$ cat config.mk
export PLATFORM = sky130hd
export DESIGN_NAME = ijpu_div
export DESIGN_NICKNAME = d
export VERILOG_FILES = /design/src/rtl/ijpu_pkg.sv /design/src/rtl/ijpu_div.sv
export SDC_FILE = /design/constraint.sdc
export NUM_CORES = 1
export LEC_CHECK = 0
export BUFFER_PORTS_ARGS = -buffer_cell sky130_fd_sc_hd__clkbuf_2
export CORE_ASPECT_RATIO = 1.2
export CORE_MARGIN = 2
export CORE_UTILIZATION = 51
export DETAILED_ROUTE_END_ITERATION = 16
export GPL_TIMING_DRIVEN = 0
export PLACE_DENSITY = 0.85
export SLEW_MARGIN = 10
export SYNTH_ARGS = -nofsm -noshare
export SYNTH_HDL_FRONTEND = slang
export SYNTH_SLANG_ARGS = --single-unit
$ cat constraint.sdc
create_clock -name clk -period 2.7 [get_ports clk]
set_clock_uncertainty 0.1 [all_clocks]
set_input_delay 0.405 -clock clk [delete_from_list [all_inputs] [get_ports clk]]
set_output_delay 0.405 -clock clk [all_outputs]
set_load 0.02 [all_outputs]
$ cat src/rtl/ijpu_pkg.sv
`timescale 1ns / 1ps
// ----------------------------------------------------------------------------
// IISPH Jacobi pressure update: shared definitions
// Widths, register indexes, item codes, sequencer states and the divider
// status bundle used by the pressure update block and its divider.
// ----------------------------------------------------------------------------
package ijpu_pkg;

  localparam int FRAC_BITS_DEF = 16;

  localparam int CFG_W  = 31;
  localparam int DATA_W = 32;
  localparam int MUL_W  = 33;
  localparam int PROD_W = 2 * MUL_W;
  localparam int SUM_W  = 64;
  localparam int DEN_W  = 32;
  localparam int IDX_W  = 2;

  localparam logic [IDX_W-1:0] REG_TIME_STEP    = 2'd0;
  localparam logic [IDX_W-1:0] REG_RELAXATION   = 2'd1;
  localparam logic [IDX_W-1:0] REG_REST_DENSITY = 2'd2;

  localparam logic [CFG_W-1:0] TIME_STEP_RST    = 31'd66;
  localparam logic [CFG_W-1:0] RELAXATION_RST   = 31'd32768;
  localparam logic [CFG_W-1:0] REST_DENSITY_RST = 31'd65536000;

  localparam logic ACT_HEADER = 1'b0;
  localparam logic ACT_TERM   = 1'b1;

  localparam logic signed [PROD_W-1:0] WIDE_I32_MAX = 66'sh0_7FFF_FFFF;
  localparam logic signed [PROD_W-1:0] WIDE_I32_MIN = -66'sh0_8000_0000;

  typedef enum logic [3:0] {
    ST_IDLE,
    ST_T_MUL,
    ST_T_ACC,
    ST_M_MUL,
    ST_M_ACC,
    ST_R_DT,
    ST_R_DT2,
    ST_R_AP,
    ST_R_APS,
    ST_R_NUM,
    ST_R_NUMS,
    ST_DERR,
    ST_DERR_W,
    ST_STEP,
    ST_STEP_W,
    ST_OUT
  } state_t;

  typedef struct packed {
    logic busy;
    logic done;
  } div_stat_t;

endpackage

$ cat src/rtl/ijpu_div.sv
`timescale 1ns / 1ps
// ----------------------------------------------------------------------------
// IISPH Jacobi pressure update: iterative divider
// Unsigned restoring divider that produces one quotient bit per cycle.
// ----------------------------------------------------------------------------
module ijpu_div
  import ijpu_pkg::*;
#(
  parameter int DVD_W = MUL_W + FRAC_BITS_DEF,
  parameter int DIV_W = DEN_W
) (
  input  logic             clk,
  input  logic             rst,
  input  logic             start,
  input  logic [DVD_W-1:0] dividend,
  input  logic [DIV_W-1:0] divisor,
  output logic [DVD_W-1:0] quotient,
  output div_stat_t        stat
);

  localparam int CNT_W = $clog2(DVD_W);

  logic             busy;
  logic             done;
  logic [CNT_W-1:0] cnt;
  logic [DVD_W-1:0] quo;
  logic [DIV_W-1:0] rem;
  logic [DIV_W-1:0] den;
  logic [DIV_W:0]   trial;
  logic             fits;

  assign trial = {rem, quo[DVD_W-1]};
  assign fits  = (trial >= {1'b0, den});

  always_ff @(posedge clk) begin
    if (rst) begin
      busy <= 1'b0;
      done <= 1'b0;
      cnt  <= '0;
    end else begin
      done <= busy && (cnt == '0);
      if (start) begin
        busy <= 1'b1;
        cnt  <= CNT_W'(DVD_W - 1);
      end else if (busy) begin
        if (cnt == '0) begin
          busy <= 1'b0;
        end
        cnt <= cnt - 1'b1;
      end
    end
  end

  always_ff @(posedge clk) begin
    if (start) begin
      quo <= dividend;
      den <= divisor;
      rem <= '0;
    end else if (busy) begin
      quo <= {quo[DVD_W-2:0], fits};
      rem <= fits ? DIV_W'(trial - {1'b0, den}) : trial[DIV_W-1:0];
    end
  end

  assign quotient  = quo;
  assign stat.busy = busy;
  assign stat.done = done;

endmodule

==> results of run 1 <==
per-stage QoR:
stage,hold slack (ns),setup slack (ns)
floorplan,0.369,-0.198
global placement,0.385,-1.05
detailed placement,0.398,-0.390
CTS,0.0510,-0.143
global route,0.0476,-0.385
finish,0.0622,-0.351
power by group:
part / total [mW] / internal, mW / switching (mW)
registers: 2.29 / 2.18 / 0.116
clock network: 2.38 / 1.52 / 0.855
logic: 1.74 / 0.778 / 0.964
cell families after synthesis:
logic type / count (synthesis) / synth area share, %
AND/OR/NAND/NOR: 150 / 9.80
adder cells (fa/ha/maj): 34 / 6.26
multiplexers: 69 / 10.9
flip-flops: 121 / 46.7
AO/OA/AOI/OAI: 153 / 16.7
XOR/XNOR: 31 / 3.92
buffers and inverters: 79 / 5.62
cell usage after synthesis (8+ instances only):
cell type and n:
mux2i_1 17, dfxtp_1 40, a21oi_1 39, edfxtp_1 81
a211oi_1 13, nand3_1 8, ha_1 33, nor2_1 64
a21oi_2 11, clkbuf_1 15, nand2_1 33, a21o_1 9
xnor2_1 15, nor3_1 13, mux2_2 51, inv_1 41
o21ai_0 15, a211oi_2 12, xor2_1 16
sequential cells by signal, summed over array words and instances (netlist names):
register and cells:
den 32, busy 1, quotient 49, cnt 6
done 1, rem 32
cell type report:
cell class	instances	share of cell area [%]
multi-input cells	437	40.3
flip-flops and latches	121	34.4
repair buffers	173	12.1
clock buffers	21	5.00
plain buffers	34	2.75
well taps	168	2.23
inverters	42	1.68
clock inverters	11	1.54
how the worst max path moves through the flow:
| stage | start | endpoint | cells after the start |
|---|---|---|---|
| finish | den[5] | rem[30] | 12 |
| global placement | start | quotient[10] | 3 |
| detailed placement | quotient[48] | rem[24] | 12 |
| CTS | den[0] | rem[24] | 11 |
| floorplan | quotient[48] | rem[24] | 12 |
| global route | den[5] | rem[30] | 12 |
per-layer routing:
metal | wire [um] | GRT usage, % | up-vias
met4 | 944 | 11.7 | 0
met5 | 0 | 0 | -
met1 | 7470 | 31.2 | 2786
li1 | - | - | 2712
met2 | 9840 | 43.7 | 370
met3 | 1890 | 7.89 | 97
timing repair:
action	in CTS	in global routing
setup endpoints to repair	33	33
cloned	3	2
buffers inserted	22	12
endpoints found under the hold margin	0	0
pin swaps	30	37
resized for setup	61	55
==> results.ini, run 1 <==
[status]
status=complete, but fails checks
violations=setup timing

[sta]
hold_viol=0
fmax_ghz=0.328
grt_setup_unrepaired=yes
finalSetupViolCount=33
period_share_pct=113
slew_headroom_pct=36.1
slew_violations=0
setup_slack_ns=-0.351
worstMarginPinSlew_ns=0.958
finalCriticalPeriod_ns=3.05
fin_setup_tns_ns=-9.44

[synthesis]
syn_nets=755
ys_types=68
netlist_area_sq_um=6920
synth_area_per_cell_sq_um=10.9
yosysTopAreaCell=edfxtp_1
synthTopCellsByArea=edfxtp_1 35%, dfxtp_1 12%, mux2_2 8.3%
yosysWarnings=0
ys_async_sr_fraction_pct=0
yosysTopAreaCellShare_pct=35.2
ys_seq_area_share_pct=46.7
ys_ff_latch=121
syn_inst=637
synth_ff_type=edfxtp_1
synth_edf_count=81

[pwr]
p_leak_nw=3.96
total_power_mw=6.42
cellPowerDensity_nw_per_um2=682
peakVddDrop_mv=0.485

[clocking]
htree_num_levels=4
cts_tree=yes
clk_latency_ns=0.42
cts_root_buffer=clkbuf_16
hold_buffers=0
clock-sinks=121
clock_path_buffers=2
cts_made_buffers=17
clk_pin_slew_ns=0.06

[critical_path]
cp-start-kind=flop
r2r_slack_ns=-0.35
r2r_start=den[5]
worst-r2r-cell-count=12
crit_buf_inv=3
cp.arrival_ns=3.29
worstPathMaxFanout=6
crit_type=flop to flop
crit_chain=inv_1, ha_1, nand3_1, nor3_1, nand4_1, o21ai_2, nor3_2, o2bb2ai_4, buf_12, buf_16, or3_4, o221ai_2
cp_data_required_time_ns=2.94
cp_top_family=simple AND/OR/NAND/NOR gates
critical_path.endpoint_type=flop
max_stage_delay_ns=0.41
r2r_end=rem[30]
crit_slowest_cell=ha_1

[layout]
layout_commonest_cell=clkbuf_2
multiInputGateArea_sq_um=3790
design_area_sq_um=9410
nFillCells=901
seq_area_sq_um=3240
diodes=0
instances_no_fill=1007
nets=944
layout_common_cells=133 x clkbuf_2, 81 x edfxtp_1, 58 x nor2_1, 48 x mux2_2, 38 x dfxtp_1
utilization_pct=71.1
layout-drive-gt1-share_pct=45.5
syn_to_final_growth_pct=36.0

[global_route]
grt_pass1_vias=5936
grt_max_degree=38
antenna_found_initial=0
grt_pass1_wl_um=29500
grt_overflow_total=0
track_usage_pct=26.4

[place]
dpl-instance-area_sq_um=7880
detailed_place_hpwl_um=12200
routabilityCongestion=0.912
dpl.cell_count=939
io_buffers=133

[die]
start_util_pct=52.3
core_sq_um=13200
fp-row-count=46
die_x_um=110
dieArea_sq_um=14500
die_y_um=132
ios=135

[drt]
drcViolationCount=0
dr.pass1.iters=8
initialDrtViolationCount=446
wire_per_inst_um=20.0
ant_nets=0
viasPerCell=5.92
vias=5965
drt_wl_total_um=20100

[min_path]
hold_start=divisor[27]
hold_end=den[27]
hold_class=primary input to flop
worst_hold_path.num_cells=1

[flow_run]
cap_violations=0

(Power assumes the default switching activity.)
==> run 2, diff against run 1 <==
--- a/config.mk
+++ b/config.mk
@@ -11,7 +11,9 @@
 export CORE_UTILIZATION = 51
 export DETAILED_ROUTE_END_ITERATION = 16
 export GPL_TIMING_DRIVEN = 0
+export MAX_ROUTING_LAYER = met4
 export PLACE_DENSITY = 0.85
+export SKIP_LAST_GASP = 1
 export SLEW_MARGIN = 10
 export SYNTH_ARGS = -nofsm -noshare
 export SYNTH_HDL_FRONTEND = slang
==> run 2 against run 1 <==
Die area unchanged. The run still ends with setup timing left. Largest power group is now registers. Critical path depth unchanged. Sequential share of layout area increased by 0.54 points. Final area decreased by 1.6%. Routed wire length decreased by 3.7%. Non-clock buffer count increased by 1. Largest cell class unchanged. Critical endpoint is now rem[16]. Core utilization decreased by 1.1 points. Cell count about the same. Global-route usage decreased by 0.34 points. Register-to-register slack improved by 0.04 ns.
==> results.ini, run 2 (synthesis results as in run 1) <==
[die]
fp-row-count=46  ; unchanged
die_x_um=110  ; unchanged
start_util_pct=52.3  ; unchanged
ios=135  ; unchanged
core_sq_um=13200  ; unchanged
dieArea_sq_um=14500  ; unchanged
die_y_um=132  ; unchanged

[sta]
setup_slack_ns=-0.308  ; +0.0434 ns
slew_headroom_pct=33.9  ; -2.2 points
grt_setup_unrepaired=yes
worstMarginPinSlew_ns=0.991  ; +0.0326 ns
slew_violations=0  ; unchanged
period_share_pct=111  ; -1.6 points
hold_viol=0  ; unchanged
fmax_ghz=0.332  ; +1.4%
finalSetupViolCount=33  ; unchanged
finalCriticalPeriod_ns=3.01  ; -0.0434 ns
whs_ns=0.0490  ; -0.0132 ns
fin_setup_tns_ns=-6.81  ; +2.64 ns

[drt]
initialDrtViolationCount=454  ; +1.8%
vias=6030  ; +1.1%
drt_wl_total_um=19400  ; -3.7%
dr.pass1.iters=7  ; -1
ant_nets=0  ; unchanged
drcViolationCount=0  ; unchanged
viasPerCell=5.98  ; +0.99%
wire_per_inst_um=19.2  ; -3.8%

[global_route]
grt_pass1_vias=5912  ; -0.40%
grt_max_degree=38  ; unchanged
track_usage_pct=26.1  ; -0.34 points
antenna_found_initial=0  ; unchanged
grt_pass1_wl_um=28100  ; -4.6%
grt_overflow_total=0  ; unchanged

[critical_path]
crit_chain=inv_1, ha_1, a21oi_2, o21ai_0, nand4_1, nand2_1, nor3_1, o2bb2ai_4, buf_12, mux2_4, mux2i_1, nor2_1
cp.arrival_ns=3.19  ; -0.10 ns
crit_type=flop to flop
crit_buf_inv=2  ; -1
crit_slowest_cell=ha_1
worstPathMaxFanout=7  ; +1
max_stage_delay_ns=0.38  ; -0.03 ns
cp_data_required_time_ns=2.88  ; -0.06 ns
cp_top_family=compound AO/OA/AOI/OAI gates
cp-start-kind=flop
critical_path.endpoint_type=flop

[clocking]
clk_pin_slew_ns=0.06  ; about the same
cts_root_buffer=clkbuf_16
clk_latency_ns=0.43  ; about the same
cts_tree=yes
hold_buffers=0  ; unchanged
clock_path_buffers=2  ; unchanged
clock-sinks=121  ; unchanged
cts_made_buffers=17  ; unchanged
htree_num_levels=4  ; unchanged

[layout]
layout_common_cells=133 x clkbuf_2, 81 x edfxtp_1, 59 x nor2_1, 48 x mux2_2
instances_no_fill=1008  ; +0.099%
syn_to_final_growth_pct=33.8
largest_reg_flops=49  ; unchanged
layout_commonest_cell=clkbuf_2
nets=945  ; +0.11%
layout-drive-gt1-share_pct=44.3  ; -1.2 points
design_area_sq_um=9260  ; -1.6%
diodes=0  ; unchanged
utilization_pct=69.9  ; -1.1 points

[place]
dpl-instance-area_sq_um=7880  ; unchanged
routabilityCongestion=0.928  ; +1.7%
dpl.cell_count=939  ; unchanged
post-place-ws_ns=-0.442  ; -0.0511 ns
detailed_place_hpwl_um=12200  ; about the same
io_buffers=133  ; unchanged

[min_path]
hold_class=primary input to flop

[pwr]
pwr-share-comb_pct=27.3  ; about the same
swShare_pct=31.7  ; +1.6 points
p_int_mw=4.22  ; -5.8%
seqPwrFrac_pct=37.1  ; +1.3 points
cellPowerDensity_nw_per_um2=668  ; -2.1%
peakVddDrop_mv=0.499  ; +2.9%
p_leak_nw=3.95  ; -0.38%
clkPwrFrac_pct=35.7  ; -1.4 points
total_power_mw=6.18  ; -3.6%
power.switching_mw=1.96  ; +1.3%

[status]
status=complete, but fails checks
violations=setup timing

[flow_run]
cap_violations=0  ; unchanged

[run 2: changes by cell type in the layout (fill, tap and decap cells not counted), moves of 3 or more]
cell,delta
ha_4,-4
buf_6,-7
clkbuf_8,-3
clkbuf_16,+5
ha_2,+3
inv_6,+5
bufinv_16,-3
inv_2,-3
buf_16,-3
buf_4,+10
inv_1,+3
[run 2: repair_timing]
item / 4_1_cts / 5_1_grt
gates resized for setup: 42 / 55
setup endpoints to repair: 33 / 33
buffers inserted: 20 / 16
pin swaps: 28 / 27
gates cloned: 0 / 5
[run 2: area by class of cell]
class | instances | area [sq um]
plain buffers | 33 | 230
clock buffers | 19 | 475
clock inverters | 13 | 103
fillers | 924 | 3980
inverters | 42 | 158
multi-input cells | 437 | 3740
flip-flops and latches | 121 | 3230
well taps | 168 | 210
repair buffers | 175 | 1110
[run 2: worst register-to-register path: stages (launching register included)]
cell and delay (ns):
edfxtp_1 0.33, inv_1 0.04, ha_1 0.38, a21oi_2 0.26, o21ai_0 0.25, nand4_1 0.19
nand2_1 0.07, nor3_1 0.32, o2bb2ai_4 0.24, buf_12 0.18, mux2_4 0.30, mux2i_1 0.15
nor2_1 0.06
[run 2: power groups by stage]
stage / clock network, mW / registers (mW) / logic, mW
after floorplan: 0 / 2.39 / 0.880
after global placement: 0 / 2.32 / 1.29
after detailed placement: 0 / 2.32 / 1.32
after CTS: 2.23 / 2.29 / 1.45
after global routing: 2.30 / 2.31 / 1.79
final: 2.21 / 2.29 / 1.69
[run 2: per-layer routing]
metal  part of all wire, %  vias to the layer above  GRT usage (%)  routed length [um]
met5                     0                        -              -                   0
met3                   8.1                       90           6.85                1580
met2                    49                      381           42.4                9560
li1                      -                     2722              -                   -
met1                    38                     2837           29.7                7430
met4                   4.3                        0           11.8                 830
[run 2: final timing paths]
kind,depth (start not counted),slack (ns),startpoint,endpoint
worst max-delay path,12,-0.31,den[24],rem[16]
worst max register to register,12,-0.31,den[24],rem[16]
worst min register to register,2,0.40,cnt[1],cnt[1]
worst min-delay path,1,0.05,divisor[28],den[28]
